<file path="config.mk">
export PLATFORM = sky130hd
export DESIGN_NAME = sha256_message_hasher_core
export DESIGN_NICKNAME = d
export VERILOG_FILES = /design/src/hw/rtl/sha256_pkg.sv /design/src/hw/rtl/sha256_front.sv /design/src/hw/rtl/sha256_back.sv /design/src/hw/rtl/sha256_message_hasher_core.sv
export SDC_FILE = /design/constraint.sdc
export NUM_CORES = 2
export LEC_CHECK = 0
export BUFFER_PORTS_ARGS = -buffer_cell sky130_fd_sc_hd__buf_2
export CORE_MARGIN = 2
export CORE_UTILIZATION = 30
export CTS_CLUSTER_DIAMETER = 200
export CTS_CLUSTER_SIZE = 12
export DETAILED_ROUTE_END_ITERATION = 6
export GPL_ROUTABILITY_DRIVEN = 0
export SLEW_MARGIN = 0
export SYNTH_ARGS = -nofsm -noshare
export SYNTH_HDL_FRONTEND = slang
export SYNTH_SLANG_ARGS = --single-unit
</file>
<file path="constraint.sdc">
create_clock -name clk -period 11.7 [get_ports clk]
set_clock_uncertainty 0.2 [all_clocks]
set_input_delay 3.51 -clock clk [delete_from_list [all_inputs] [get_ports clk]]
set_output_delay 3.51 -clock clk [all_outputs]
set_load 0.01 [all_outputs]
</file>
<file path="src/hw/rtl/sha256_pkg.sv">
// Shared types, constants and functions for the SHA-256 hasher.
`default_nettype none
package sha256_pkg;

	typedef enum logic [1:0] {
		OP_WORD = 2'b01,  // word belongs to the block, compress when full
		OP_LAST = 2'b10   // word closes the block, then pad, length and digest
	} op_t;

	typedef struct packed {
		op_t         op;
		logic [31:0] word;
		logic [5:0]  bits;   // bits that this beat adds to the length
	} cmd_t;

	localparam int unsigned QueueDepth = 2;

	localparam logic [31:0] InitHash [8] = '{
		32'h6a09e667, 32'hbb67ae85, 32'h3c6ef372, 32'ha54ff53a,
		32'h510e527f, 32'h9b05688c, 32'h1f83d9ab, 32'h5be0cd19
	};

	localparam logic [31:0] RoundConst [64] = '{
		32'h428a2f98, 32'h71374491, 32'hb5c0fbcf, 32'he9b5dba5,
		32'h3956c25b, 32'h59f111f1, 32'h923f82a4, 32'hab1c5ed5,
		32'hd807aa98, 32'h12835b01, 32'h243185be, 32'h550c7dc3,
		32'h72be5d74, 32'h80deb1fe, 32'h9bdc06a7, 32'hc19bf174,
		32'he49b69c1, 32'hefbe4786, 32'h0fc19dc6, 32'h240ca1cc,
		32'h2de92c6f, 32'h4a7484aa, 32'h5cb0a9dc, 32'h76f988da,
		32'h983e5152, 32'ha831c66d, 32'hb00327c8, 32'hbf597fc7,
		32'hc6e00bf3, 32'hd5a79147, 32'h06ca6351, 32'h14292967,
		32'h27b70a85, 32'h2e1b2138, 32'h4d2c6dfc, 32'h53380d13,
		32'h650a7354, 32'h766a0abb, 32'h81c2c92e, 32'h92722c85,
		32'ha2bfe8a1, 32'ha81a664b, 32'hc24b8b70, 32'hc76c51a3,
		32'hd192e819, 32'hd6990624, 32'hf40e3585, 32'h106aa070,
		32'h19a4c116, 32'h1e376c08, 32'h2748774c, 32'h34b0bcb5,
		32'h391c0cb3, 32'h4ed8aa4a, 32'h5b9cca4f, 32'h682e6ff3,
		32'h748f82ee, 32'h78a5636f, 32'h84c87814, 32'h8cc70208,
		32'h90befffa, 32'ha4506ceb, 32'hbef9a3f7, 32'hc67178f2
	};

	function automatic logic [31:0] rotr(input logic [31:0] v, input int unsigned s);
		rotr = (v >> s) | (v << (32 - s));
	endfunction

endpackage
`default_nettype wire

</file>
<file path="src/hw/rtl/sha256_front.sv">
// Input stage: classify beats, apply padding to the last word, queue commands.
`default_nettype none
module sha256_front (
	input  wire logic               clk,
	input  wire logic               arst_n,
	input  wire logic               s_tvalid,
	output logic                    s_tready,
	input  wire logic [39:0]        s_tdata,
	input  wire logic               s_tlast,
	output logic                    cmd_valid,
	input  wire logic               cmd_take,
	output sha256_pkg::cmd_t        cmd
);
	localparam int unsigned Depth = sha256_pkg::QueueDepth;

	sha256_pkg::cmd_t q_mem_q [Depth];
	logic             wr_ptr_q, rd_ptr_q;
	logic [1:0]       count_q;
	logic [2:0]       cnt;
	logic [31:0]      keep, pad_word, word;
	sha256_pkg::cmd_t new_cmd;
	logic             push, pop;

	assign word = s_tdata[31:0];
	always_comb begin
		cnt = s_tdata[34:32];
		if (!s_tlast || cnt > 3'd4)
			cnt = 3'd4;
		case (cnt)
			3'd0: keep = 32'h0000_0000;
			3'd1: keep = 32'hff00_0000;
			3'd2: keep = 32'hffff_0000;
			3'd3: keep = 32'hffff_ff00;
			default: keep = 32'hffff_ffff;
		endcase
		case (cnt)
			3'd0: pad_word = 32'h8000_0000;
			3'd1: pad_word = (word & keep) | 32'h0080_0000;
			3'd2: pad_word = (word & keep) | 32'h0000_8000;
			3'd3: pad_word = (word & keep) | 32'h0000_0080;
			default: pad_word = word;
		endcase
		new_cmd.word = pad_word;
		new_cmd.bits = {cnt, 3'b000};
		// A full last word still goes in as data; the back end adds the pad word.
		new_cmd.op = s_tlast ? sha256_pkg::OP_LAST : sha256_pkg::OP_WORD;
	end

	assign s_tready  = (count_q != 2'(Depth));
	assign push      = s_tvalid && s_tready;
	assign cmd_valid = (count_q != 2'd0);
	assign pop       = cmd_valid && cmd_take;
	assign cmd       = q_mem_q[rd_ptr_q];

	always_ff @(posedge clk) begin
		if (push)
			q_mem_q[wr_ptr_q] <= new_cmd;
	end

	always_ff @(posedge clk or negedge arst_n) begin
		if (!arst_n) begin
			wr_ptr_q <= 1'b0;
			rd_ptr_q <= 1'b0;
			count_q  <= 2'd0;
		end else begin
			if (push)
				wr_ptr_q <= ~wr_ptr_q;
			if (pop)
				rd_ptr_q <= ~rd_ptr_q;
			count_q <= count_q + 2'(push) - 2'(pop);
		end
	end

	assert property (@(posedge clk) disable iff (!arst_n) count_q <= 2'(Depth))
		else $error("queue count out of range");
	assert property (@(posedge clk) disable iff (!arst_n)
		(count_q == 2'd0) |-> !pop)
		else $error("pop from empty queue");
	assert property (@(posedge clk) disable iff (!arst_n)
		push && !pop |=> count_q == $past(count_q) + 2'd1)
		else $error("queue count lost a push");
endmodule
`default_nettype wire

</file>
<file path="src/hw/rtl/sha256_back.sv">
// Compression engine: block buffer, 64-round loop, padding blocks, digest output.
`default_nettype none
module sha256_back (
	input  wire logic               clk,
	input  wire logic               arst_n,
	input  wire logic               cmd_valid,
	output logic                    cmd_take,
	input  wire sha256_pkg::cmd_t   cmd,
	output logic                    m_tvalid,
	input  wire logic               m_tready,
	output logic [31:0]             m_tdata,
	output logic [3:0]              m_tuser,
	output logic                    m_tlast
);
	typedef enum logic [6:0] {
		ST_IDLE  = 7'b0000001,
		ST_ROUND = 7'b0000010,
		ST_ADD   = 7'b0000100,
		ST_PAD   = 7'b0001000,  // put the trailing 0x80 word
		ST_ZERO  = 7'b0010000,  // zero fill and length words
		ST_OUT   = 7'b0100000,
		ST_DONE  = 7'b1000000
	} state_t;

	state_t      state_q;
	logic [31:0] h_q [8];
	logic [31:0] w_q [16];       // rolling schedule window, also the block buffer
	logic [31:0] a_q, b_q, c_q, d_q, e_q, f_q, g_q, hh_q;
	logic [5:0]  round_q;
	logic [3:0]  fill_q;
	logic [63:0] bits_q;
	logic        final_q;        // padding pending after this block
	logic        need_pad_q;     // full last word: pad word still to come
	logic        len_blk_q;      // current block carries the length
	logic [2:0]  out_idx_q;

	logic [31:0] t1, t2, s0, s1, w_new, wt;

	always_comb begin
		wt = w_q[0];
		s0 = sha256_pkg::rotr(w_q[1], 7) ^ sha256_pkg::rotr(w_q[1], 18) ^ (w_q[1] >> 3);
		s1 = sha256_pkg::rotr(w_q[14], 17) ^ sha256_pkg::rotr(w_q[14], 19)
		     ^ (w_q[14] >> 10);
		w_new = s1 + w_q[9] + s0 + w_q[0];
		t1 = hh_q + (sha256_pkg::rotr(e_q, 6) ^ sha256_pkg::rotr(e_q, 11)
		     ^ sha256_pkg::rotr(e_q, 25)) + ((e_q & f_q) ^ (~e_q & g_q))
		     + sha256_pkg::RoundConst[round_q] + wt;
		t2 = (sha256_pkg::rotr(a_q, 2) ^ sha256_pkg::rotr(a_q, 13)
		     ^ sha256_pkg::rotr(a_q, 22)) + ((a_q & b_q) ^ (a_q & c_q) ^ (b_q & c_q));
	end

	assign cmd_take = (state_q == ST_IDLE) && cmd_valid;
	assign m_tvalid = (state_q == ST_OUT);
	assign m_tdata  = h_q[out_idx_q];
	assign m_tuser  = {(out_idx_q == 3'd7), out_idx_q};
	assign m_tlast  = (out_idx_q == 3'd7);

	always_ff @(posedge clk) begin
		if (state_q == ST_IDLE && cmd_valid) begin
			w_q[fill_q] <= cmd.word;
		end else if (state_q == ST_PAD) begin
			w_q[fill_q] <= 32'h8000_0000;
		end else if (state_q == ST_ZERO) begin
			if (len_blk_q && fill_q == 4'd14)
				w_q[14] <= bits_q[63:32];
			else if (len_blk_q && fill_q == 4'd15)
				w_q[15] <= bits_q[31:0];
			else
				w_q[fill_q] <= 32'h0;
		end else if (state_q == ST_ROUND) begin
			for (int i = 0; i < 15; i++)
				w_q[i] <= w_q[i + 1];
			w_q[15] <= w_new;
		end
		if (state_q == ST_ROUND) begin
			hh_q <= g_q; g_q <= f_q; f_q <= e_q; e_q <= d_q + t1;
			d_q <= c_q; c_q <= b_q; b_q <= a_q; a_q <= t1 + t2;
		end else begin
			a_q <= h_q[0]; b_q <= h_q[1]; c_q <= h_q[2]; d_q <= h_q[3];
			e_q <= h_q[4]; f_q <= h_q[5]; g_q <= h_q[6]; hh_q <= h_q[7];
		end
	end

	always_ff @(posedge clk or negedge arst_n) begin
		if (!arst_n) begin
			state_q    <= ST_IDLE;
			round_q    <= 6'd0;
			fill_q     <= 4'd0;
			bits_q     <= 64'd0;
			final_q    <= 1'b0;
			need_pad_q <= 1'b0;
			len_blk_q  <= 1'b0;
			out_idx_q  <= 3'd0;
			for (int i = 0; i < 8; i++)
				h_q[i] <= sha256_pkg::InitHash[i];
		end else begin
			case (state_q)
				ST_IDLE: begin
					if (cmd_valid) begin
						bits_q  <= bits_q + 64'(cmd.bits);
						fill_q  <= fill_q + 4'd1;
						round_q <= 6'd0;
						if (cmd.op == sha256_pkg::OP_LAST) begin
							final_q    <= 1'b1;
							need_pad_q <= (cmd.bits == 6'd32);
							len_blk_q  <= 1'b0;
							if (cmd.bits == 6'd32)
								state_q <= (fill_q == 4'd15) ? ST_ROUND : ST_PAD;
							else
								state_q <= (fill_q == 4'd15) ? ST_ROUND : ST_ZERO;
						end else if (fill_q == 4'd15) begin
							state_q <= ST_ROUND;
						end
					end
				end
				ST_PAD: begin
					need_pad_q <= 1'b0;
					fill_q     <= fill_q + 4'd1;
					state_q    <= (fill_q == 4'd15) ? ST_ROUND : ST_ZERO;
				end
				ST_ZERO: begin
					if (!len_blk_q && fill_q == 4'd14) begin
						len_blk_q <= 1'b1;
					end else begin
						fill_q <= fill_q + 4'd1;
						if (fill_q == 4'd15)
							state_q <= ST_ROUND;
					end
					// Hold here until the length words land; the block fits if 14 reached.
					if (!len_blk_q && fill_q < 4'd14)
						len_blk_q <= (fill_q == 4'd13);
				end
				ST_ROUND: begin
					round_q <= round_q + 6'd1;
					if (round_q == 6'd63)
						state_q <= ST_ADD;
				end
				ST_ADD: begin
					h_q[0] <= h_q[0] + a_q; h_q[1] <= h_q[1] + b_q;
					h_q[2] <= h_q[2] + c_q; h_q[3] <= h_q[3] + d_q;
					h_q[4] <= h_q[4] + e_q; h_q[5] <= h_q[5] + f_q;
					h_q[6] <= h_q[6] + g_q; h_q[7] <= h_q[7] + hh_q;
					fill_q <= 4'd0;
					if (!final_q)
						state_q <= ST_IDLE;
					else if (len_blk_q)
						state_q <= ST_OUT;
					else if (need_pad_q)
						state_q <= ST_PAD;
					else
						state_q <= ST_ZERO;
				end
				ST_OUT: begin
					if (m_tready) begin
						out_idx_q <= out_idx_q + 3'd1;
						if (out_idx_q == 3'd7)
							state_q <= ST_DONE;
					end
				end
				ST_DONE: begin
					for (int i = 0; i < 8; i++)
						h_q[i] <= sha256_pkg::InitHash[i];
					bits_q    <= 64'd0;
					final_q   <= 1'b0;
					len_blk_q <= 1'b0;
					fill_q    <= 4'd0;
					state_q   <= ST_IDLE;
				end
				default: state_q <= ST_IDLE;
			endcase
		end
	end

	assert property (@(posedge clk) disable iff (!arst_n) m_tvalid |-> final_q && len_blk_q)
		else $error("digest shown before the length block");
	assert property (@(posedge clk) disable iff (!arst_n)
		state_q == ST_ROUND && round_q == 6'd63 |=> state_q == ST_ADD)
		else $error("round loop did not end in add");
	assert property (@(posedge clk) disable iff (!arst_n) cmd_take |-> state_q == ST_IDLE)
		else $error("command taken while busy");
endmodule
`default_nettype wire

</file>
<file path="src/hw/rtl/sha256_message_hasher_core.sv">
// Top level of the streaming SHA-256 hasher.
// A word that fills a block sets off the 64 compression rounds and the add;
// other words are only stored in the back end. A last beat runs one or two padded
// blocks and then sends eight digest beats. The single round unit sets the rate:
// no new word is taken while a block is being compressed.
// Reset (arst_n low) loads the initial hash and empties queue.
`default_nettype none
module sha256_message_hasher_core (
	input  wire logic        clk,
	input  wire logic        arst_n,
	input  wire logic        s_tvalid,
	output logic             s_tready,
	input  wire logic [39:0] s_tdata,   // [31:0] data_word, [34:32] byte_count, rest zero
	input  wire logic        s_tlast,   // last_item
	output logic             m_tvalid,
	input  wire logic        m_tready,
	output logic [31:0]      m_tdata,   // [31:0] digest_word
	output logic [3:0]       m_tuser,   // [2:0] word_index, [3] last_word
	output logic             m_tlast    // last_word
);
	logic             cmd_valid, cmd_take;
	sha256_pkg::cmd_t cmd;

	// Front: accept beats, fold padding into short last words, buffer two commands.
	sha256_front u_front (
		.clk, .arst_n, .s_tvalid, .s_tready, .s_tdata, .s_tlast,
		.cmd_valid, .cmd_take, .cmd
	);

	// Back: gather blocks, compress, finish the message and stream the digest.
	sha256_back u_back (
		.clk, .arst_n, .cmd_valid, .cmd_take, .cmd,
		.m_tvalid, .m_tready, .m_tdata, .m_tuser, .m_tlast
	);
endmodule
`default_nettype wire
</file>
; After elaboration in Yosys (flattened, before gate mapping)
; Memory sizes are Yosys's and may differ from the RTL's.
; Cells that the tools add are included.
[classes]
n_reduce_logical = 28
n_bitwise = 36
magnitude_cmp = 4
n_addsub = 24
mux = 86
n_eq_ne = 25
[op_table]
columns = op, count
row1 = 32-bit adder, 18
row2 = 32-bit two-way mux, 17
row3 = 256-bit one-hot mux with 2 select lines, 1
row4 = 32-bit bitwise XOR, 9
row5 = 32-bit one-hot mux with 4 select lines, 2
row6 = 32-bit bitwise AND, 6
row7 = 64-bit one-hot mux with 2 select lines, 1
row8 = 32-bit binary-select mux with 3-bit select, 1
row9 = 7-bit two-way mux, 10
row10 = 64-bit by 6-bit adder with 64-bit output, 1
row11 = 64-bit two-way mux, 1
row12 = 7-bit one-hot mux with 6 select lines, 1
row13 = 1-bit two-way mux, 38
row14 = 32-bit NOT, 1
row15 = 10-bit by 32-bit bitwise OR with 32-bit output, 1
row16 = 13-bit by 32-bit bitwise OR with 32-bit output, 1
row17 = 14-bit by 32-bit bitwise OR with 32-bit output, 1
row18 = 15-bit by 32-bit bitwise OR with 32-bit output, 1
row19 = 19-bit by 32-bit bitwise OR with 32-bit output, 1
row20 = 21-bit by 32-bit bitwise OR with 32-bit output, 1
row21 = 25-bit by 32-bit bitwise OR with 32-bit output, 1
row22 = 26-bit by 32-bit bitwise OR with 32-bit output, 1
row23 = 30-bit by 32-bit bitwise OR with 32-bit output, 1
row24 = 7-bit by 32-bit bitwise OR with 32-bit output, 1
row25 = other kinds (53), 86
[totals]
n_memories = 3
romBits = 2048
ram_bits = 586
reg_bits = 603
elab_cells = 233
[memory_table]
columns = name, depth, word_bits, read_ports, rd_ports_with_merged_regs, write_ports, line_no
row1 = (name not given), 64, 32, 1, 0, 0, sha256_back.sv:47  ; + sha256_pkg::RoundConst[round_q] + wt;
row2 = u_back.w_q, 16, 32, 16, 0, 16, sha256_back.sv:27  ; logic [31:0] w_q [16];
row3 = u_front.q_mem_q, 2, 37, 1, 0, 1, sha256_front.sv:16  ; sha256_pkg::cmd_t q_mem_q [Depth];

; Logic depth before layout (Yosys ltp)
[logic_depth]
ltp_word = 10
mapped_depth = 42
depth_no_buf = 40

; Modules after synthesis
; A second synthesis with hierarchy kept.
[unflattened]
cells_unflattened = 7694
area_unflattened_um2 = 75453.6
[modules_own_cells]
columns = mod, cells_per_inst, seq_area_each_um2, n_inst, area_per_inst_um2
row1 = sha256_back, 7513, 29254.3, 1, 72258.1
row2 = sha256_front, 181, 2322.2, 1, 3195.6

; Least setup slack after synthesis
; Ideal clock, no wire load.
[synth_path]
kind = flip-flop to flip-flop
start = register u_back.round_q[1]
end = register u_back.a_q[30]
path_stages_with_launch = 42
path_slack_ns = 2.521
t_arrival_ns = 8.855
path_buffers = 3
setup_ns = 0.125
cell_sequence = dfrtp_1 clkbuf_1 inv_1 clkbuf_1 ha_1 clkbuf_1 nand2b_1 o21ai_0 a211oi_1 a211oi_1 a31oi_1 fa_1 inv_1 fa_1 fa_1 inv_1 ha_1 inv_1 (+6 left out) a22o_1 o21ai_0 nand2b_1 a21o_1 a21oi_1 xnor2_1 fa_1 ha_1 a21oi_1 o21bai_1 a21oi_1 nand3b_1 a21oi_1 o31ai_1 or4_1 a31oi_1 xor2_1 o21ai_1
[synth_between]
elab_chain_len = 8
[synth_lines]
columns = item, line_no
row1 = start: declaration, sha256_back.sv:29  ; logic [5:0] round_q;
row2 = start signal: assignment, sha256_back.sv:134  ; round_q <= round_q + 6'd1;
row3 = 6-bit NOT with 7-bit output (not written as such), sha256_back.sv:47
row4 = memory 64 x 32 bit, n/a
row5 = 32-bit two-way mux (not written as such) (2 in a row), sha256_back.sv:47
row6 = 32-bit adder (2 in a row), sha256_back.sv:47
row7 = 32-bit adder, sha256_back.sv:77  ; d_q <= c_q; c_q <= b_q; b_q <= a_q; a_q <= t1 + t2;
row8 = 32-bit two-way mux, sha256_back.sv:75  ; if (state_q == ST_ROUND) begin
row9 = end signal: assignment, sha256_back.sv:77
row10 = end signal: assignment, sha256_back.sv:79  ; a_q <= h_q[0]; b_q <= h_q[1]; c_q <= h_q[2]; d_q <= h_q[3];
row11 = end: declaration, sha256_back.sv:28  ; logic [31:0] a_q, b_q, c_q, d_q, e_q, f_q, g_q, hh_q;
; No other way between the ends. The select of a mux whose other input is x is not followed.
; A chain may end at the register's enable or synchronous reset.

; Worst setup path in the final report
; Ends and elaborated chain as after synthesis.

==> metrics.txt <==
# TYPE chip_impl_metric gauge
chip_impl_info{name="run_status",value="finished, violations left"} 1
chip_impl_info{name="violated_checks",value="design-rule violations"} 1
chip_impl_metric{name="cts.hold.buffers_added",unit=""} 0
chip_impl_metric{name="routed-via-count",unit=""} 57800
chip_impl_metric{name="grt_first_pass_wirelength",unit="um"} 353000
chip_impl_metric{name="seq_power_share",unit="%"} 26.2
chip_impl_metric{name="routed_wire_length_per_instance",unit="um"} 21.8
chip_impl_metric{name="post_cts_buffers",unit=""} 0
chip_impl_metric{name="synth_sequential_area_ratio",unit="%"} 42.4
chip_impl_metric{name="fillers",unit=""} 24900
chip_impl_metric{name="layout.cell_area.non_filler",unit="um^2"} 81400
chip_impl_metric{name="max-slew-margin-rel",unit="%"} 13.7
chip_impl_metric{name="worst-slew-pin-transition",unit="ps"} 1290
chip_impl_info{name="r2r_end",value="u_back.a_q[30]$_DFF_P_"} 1
chip_impl_metric{name="syn-mean-instance-area",unit="um^2"} 9.84
chip_impl_metric{name="clock.fmax",unit="GHz"} 0.0966
chip_impl_metric{name="drt-vias-per-instance",unit=""} 5.35
chip_impl_metric{name="synth-compound-area-share",unit="%"} 17.7
chip_impl_metric{name="netlist-cell-type-count",unit=""} 86
chip_impl_metric{name="die_h",unit="um"} 502
chip_impl_metric{name="synth_xor_area_share",unit="%"} 7.27
chip_impl_metric{name="maximum_number_of_pins_on_one_net_before_global_route_repair",unit=""} 226
chip_impl_metric{name="layout_min_cycle_time",unit="ps"} 10350
chip_impl_metric{name="initial_core_utilization",unit="%"} 30.2
chip_impl_metric{name="first_pass_iters",unit=""} 7
chip_impl_metric{name="worst_ep_required_time",unit="ps"} 12150
chip_impl_metric{name="final_worst_setup_slack",unit="ps"} 1350
chip_impl_metric{name="intPower",unit="W"} 0.0132
chip_impl_metric{name="final_routed_wirelength",unit="um"} 236000
chip_impl_metric{name="ctsLongestPathBuffers",unit=""} 3
chip_impl_metric{name="cts-buffers-inserted",unit=""} 108
chip_impl_metric{name="synth_nets",unit=""} 8193
chip_impl_metric{name="cell_area_reported_after_detailed_placement",unit="um^2"} 78200
chip_impl_metric{name="worstPathArrival",unit="ps"} 10800
chip_impl_metric{name="min_delay_path_depth",unit=""} 2
chip_impl_metric{name="drt_first_iter_violations",unit=""} 6575
chip_impl_info{name="tritoncts_clock_tree",value="built"} 1
chip_impl_metric{name="powerDensity",unit="nW/um^2"} 302
chip_impl_metric{name="port_buffers",unit=""} 78
chip_impl_metric{name="synthSimpleGateAreaFrac",unit="%"} 12.8
chip_impl_metric{name="latest_clock_arrival_within_the_worst_skew_pair",unit="ps"} 790
chip_impl_metric{name="post_synth_mux_area_share",unit="%"} 3.80
chip_impl_info{name="worst_path_max_delay_cell",value="sky130_fd_sc_hd__fa_1"} 1
chip_impl_metric{name="htree_num_levels",unit=""} 3
chip_impl_metric{name="drive_above_1_share",unit="%"} 8.59
chip_impl_metric{name="finalHoldViolCount",unit=""} 0
chip_impl_metric{name="syn_area",unit="um^2"} 74300
chip_impl_metric{name="slew_viol_final",unit=""} 0
chip_impl_info{name="critPathKind",value="flop to flop"} 1
chip_impl_info{name="hold_path_class",value="flop to flop"} 1
chip_impl_metric{name="rows",unit=""} 182
chip_impl_metric{name="syn_inst",unit=""} 7548
chip_impl_metric{name="core_region_area",unit="um^2"} 246000
chip_impl_metric{name="setup-violations-final",unit=""} 0
chip_impl_info{name="min-delay-start",value="u_back.f_q[23]$_DFF_P_"} 1
chip_impl_metric{name="grt_util_overall",unit="%"} 18.3
chip_impl_metric{name="antenna_found_initial",unit=""} 8
chip_impl_metric{name="design.die.area",unit="um^2"} 252000
chip_impl_info{name="cts_root_buf",value="sky130_fd_sc_hd__clkbuf_16"} 1
chip_impl_info{name="combinational_family_with_the_most_area_after_synthesis",value="compound AO/OA/AOI/OAI gates"} 1
chip_impl_metric{name="synth_edf_count",unit=""} 586
chip_impl_metric{name="drv.max_cap_violation_count",unit=""} 0
chip_impl_metric{name="rr_worst_depth",unit=""} 37
chip_impl_metric{name="num-nets-final",unit=""} 8057
chip_impl_metric{name="yosys_warnings",unit=""} 0
chip_impl_metric{name="delay_contributed_by_the_slowest_stage_of_the_critical_path",unit="ps"} 550
chip_impl_info{name="critical_path.endpoint_type",value="flop"} 1
chip_impl_metric{name="yosys.area_share.adder",unit="%"} 12.4
chip_impl_metric{name="pre_cts_ws",unit="ps"} 1520
chip_impl_metric{name="combinationalPowerShare",unit="%"} 59.9
chip_impl_metric{name="final_antenna_net_count",unit=""} 0
chip_impl_metric{name="fin_tns_setup",unit="ps"} 0
chip_impl_metric{name="swShare",unit="%"} 46.4
chip_impl_metric{name="switchingPower",unit="W"} 0.0114
chip_impl_info{name="grt_setup_unrepaired",value="false"} 1
chip_impl_metric{name="detailed_place_hpwl",unit="um"} 169000
chip_impl_metric{name="critical_path_peak_fanout",unit=""} 18
chip_impl_metric{name="period_share",unit="%"} 88.5
chip_impl_info{name="synth_ff_type",value="sky130_fd_sc_hd__edfxtp_1"} 1
chip_impl_metric{name="detail_route.drc_violations",unit=""} 11
chip_impl_metric{name="ir_drop",unit="mV"} 0.234
chip_impl_metric{name="async_reset_ff_share",unit="%"} 29.0
chip_impl_info{name="worst_hold_endpoint",value="u_back.g_q[23]$_DFF_P_"} 1
chip_impl_metric{name="dp_cells",unit=""} 10600
chip_impl_metric{name="post_layout_nonfiller_instances",unit=""} 10800
chip_impl_metric{name="gr-total-overflow",unit=""} 0
chip_impl_metric{name="ys_ff_latch",unit=""} 1186
chip_impl_metric{name="layout-area-overhead-vs-synth",unit="%"} 9.49
chip_impl_metric{name="ioPinCount",unit=""} 84
chip_impl_metric{name="vias_in_the_first_global_route",unit=""} 55400
chip_impl_metric{name="die_x",unit="um"} 502
chip_impl_info{name="timing.rr.start",value="u_back.round_q[1]$_DFFE_PN0P_"} 1
chip_impl_metric{name="power.share.clock",unit="%"} 14.0
chip_impl_info{name="cp-start-kind",value="flop"} 1
chip_impl_metric{name="clk_transition_reported_paths",unit="ps"} 70
chip_impl_metric{name="r2r_setup_slack",unit="ps"} 1350
chip_impl_metric{name="post_cts_resized",unit=""} 0
chip_impl_metric{name="static-leakage-power",unit="nW"} 35.2
chip_impl_metric{name="cts_sinks",unit=""} 1186
-- synth_stat cells (71+ instances only) --
cell                          n  share of area (%)
sky130_fd_sc_hd__ha_1       404                6.8
sky130_fd_sc_hd__a21oi_1    496                3.3
sky130_fd_sc_hd__nor2_1     418                2.1
sky130_fd_sc_hd__a31oi_1     85               0.72
sky130_fd_sc_hd__o21ai_0    362                2.4
sky130_fd_sc_hd__mux2_2      86                1.3
sky130_fd_sc_hd__edfxtp_1   586                 24
sky130_fd_sc_hd__fa_1       196                5.3
sky130_fd_sc_hd__clkbuf_1   370                1.9
sky130_fd_sc_hd__dfxtp_1    256                6.9
sky130_fd_sc_hd__dfrtp_1    207                7.0
sky130_fd_sc_hd__xor2_1     243                2.9
sky130_fd_sc_hd__nor3_1     123               0.83
sky130_fd_sc_hd__o21ai_1    103               0.69
sky130_fd_sc_hd__xnor2_1    374                4.4
sky130_fd_sc_hd__inv_1      286                1.4
sky130_fd_sc_hd__a21o_1     600                6.1
sky130_fd_sc_hd__dfstp_2    137                4.8
sky130_fd_sc_hd__nand2b_1    71               0.60
sky130_fd_sc_hd__nand3_1    167                1.1
sky130_fd_sc_hd__nand2_1   1098                5.5
-- worst max path at each step --
stage | from | endpoint | slack, ps | depth (start not counted)
2_1_floorplan | u_back.round_q[1]$_DFFE_PN0P_ | u_back.a_q[30]$_DFF_P_ | 2520 | 41
3_3_place_gp | u_back.round_q[1]$_DFFE_PN0P_ | u_back.a_q[30]$_DFF_P_ | 1470 | 42
3_5_place_dp | u_back.round_q[1]$_DFFE_PN0P_ | u_back.a_q[30]$_DFF_P_ | 1520 | 42
4_1_cts | u_back.round_q[1]$_DFFE_PN0P_ | u_back.a_q[30]$_DFF_P_ | 1500 | 37
5_1_grt | u_back.round_q[1]$_DFFE_PN0P_ | u_back.a_q[30]$_DFF_P_ | 750 | 37
6_report | u_back.round_q[1]$_DFFE_PN0P_ | u_back.a_q[30]$_DFF_P_ | 1350 | 37
-- routing by layer --
layer	routed length (um)	GRT usage, %	share of wire [%]	vias to the layer above
li1	-	-	-	26500
met1	102000	25.1	43	28500
met2	106000	29.1	45	2403
met3	18200	2.92	7.7	475
met4	9560	6.45	4.0	0
met5	0	0	0	-
-- final cells by class --
type                       count  area (um^2)  area share (%)
tap                         3312         4140            5.09
timing repair buffer         176         1200            1.47
sequential                  1186        31500            38.7
inverter                     288         1080            1.33
clock buffer                 186         3010            3.69
clock inverter                 7          154           0.189
multi-input combinational   5652        40300            49.5
antenna                        1         2.50         0.00308
-- through the flow --
stage | hold slack, ps | utilization (%) | total power [W]
2_1_floorplan | 232 | - | 0.0166
3_3_place_gp | 246 | 31.8 | 0.0206
3_5_place_dp | 251 | 31.8 | 0.0208
4_1_cts | 249 | 33.0 | 0.0244
5_1_grt | 286 | 33.0 | 0.0263
6_report | 257 | 33.0 | 0.0246
-- cells by family after synthesis --
kind of cell    Yosys count
fa+ha+maj               623
buf+inv                 710
flops                  1186
xor+xnor                617
compound gates         2056
simple gates           2172
mux                     184
-- cell usage in the layout, fill, tap and decap left out, types with 70 or more instances in the layout --
master                         n
sky130_fd_sc_hd__nor2_1      416
sky130_fd_sc_hd__o21ai_0     361
sky130_fd_sc_hd__a21oi_1     495
sky130_fd_sc_hd__clkbuf_1     77
sky130_fd_sc_hd__dfstp_2     137
sky130_fd_sc_hd__clkbuf_16   108
sky130_fd_sc_hd__inv_1       286
sky130_fd_sc_hd__nand2b_1     71
sky130_fd_sc_hd__mux4_2       70
sky130_fd_sc_hd__dfrtp_1     201
sky130_fd_sc_hd__buf_4        93
sky130_fd_sc_hd__ha_1        404
sky130_fd_sc_hd__nand3_1     166
sky130_fd_sc_hd__mux2_2       86
sky130_fd_sc_hd__dfxtp_1     256
sky130_fd_sc_hd__buf_2        77
sky130_fd_sc_hd__nand2_1    1089
sky130_fd_sc_hd__xnor2_1     374
sky130_fd_sc_hd__xor2_1      243
sky130_fd_sc_hd__fa_1        196
sky130_fd_sc_hd__a21o_1      600
sky130_fd_sc_hd__edfxtp_1    586
sky130_fd_sc_hd__a31oi_1      85
sky130_fd_sc_hd__nor3_1      119
sky130_fd_sc_hd__o21ai_1     102
-- flip-flops by register name, summed over array words and instances (netlist names), 4 cells and up --
name             count
u_back.bits_q       61
u_back.f_q          32
u_back.fill_q        4
u_front.q_mem_q     74
u_back.hh_q         32
u_back.round_q       6
u_back.w_q         512
u_back.g_q          32
u_back.d_q          32
u_back.a_q          32
u_back.c_q          32
u_back.e_q          32
u_back.state_q       7
u_back.b_q          32
u_back.h_q         256
-- worst max-delay path: cells and delay by family (launching register included) --
| family | cells | cell delay [ps] |
|---|---|---|
| AO/OA/AOI/OAI | 18 | 4300 |
| adder cells (fa/ha/maj) | 8 | 3330 |
| AND/OR/NAND/NOR | 5 | 1170 |
| buffers and inverters | 4 | 500 |
| XOR/XNOR | 2 | 410 |
| flip-flops | 1 | 320 |
-- power groups by stage --
stage	sequential [W]	combinational (W)	clock (W)
after floorplan	0.00604	0.0105	0
after global placement	0.00645	0.0141	0
after detailed placement	0.00647	0.0144	0
after CTS	0.00639	0.0145	0.00351
after global routing	0.00648	0.0161	0.00366
final	0.00643	0.0147	0.00344
No activity file was read; power rests on OpenSTA's default activity.
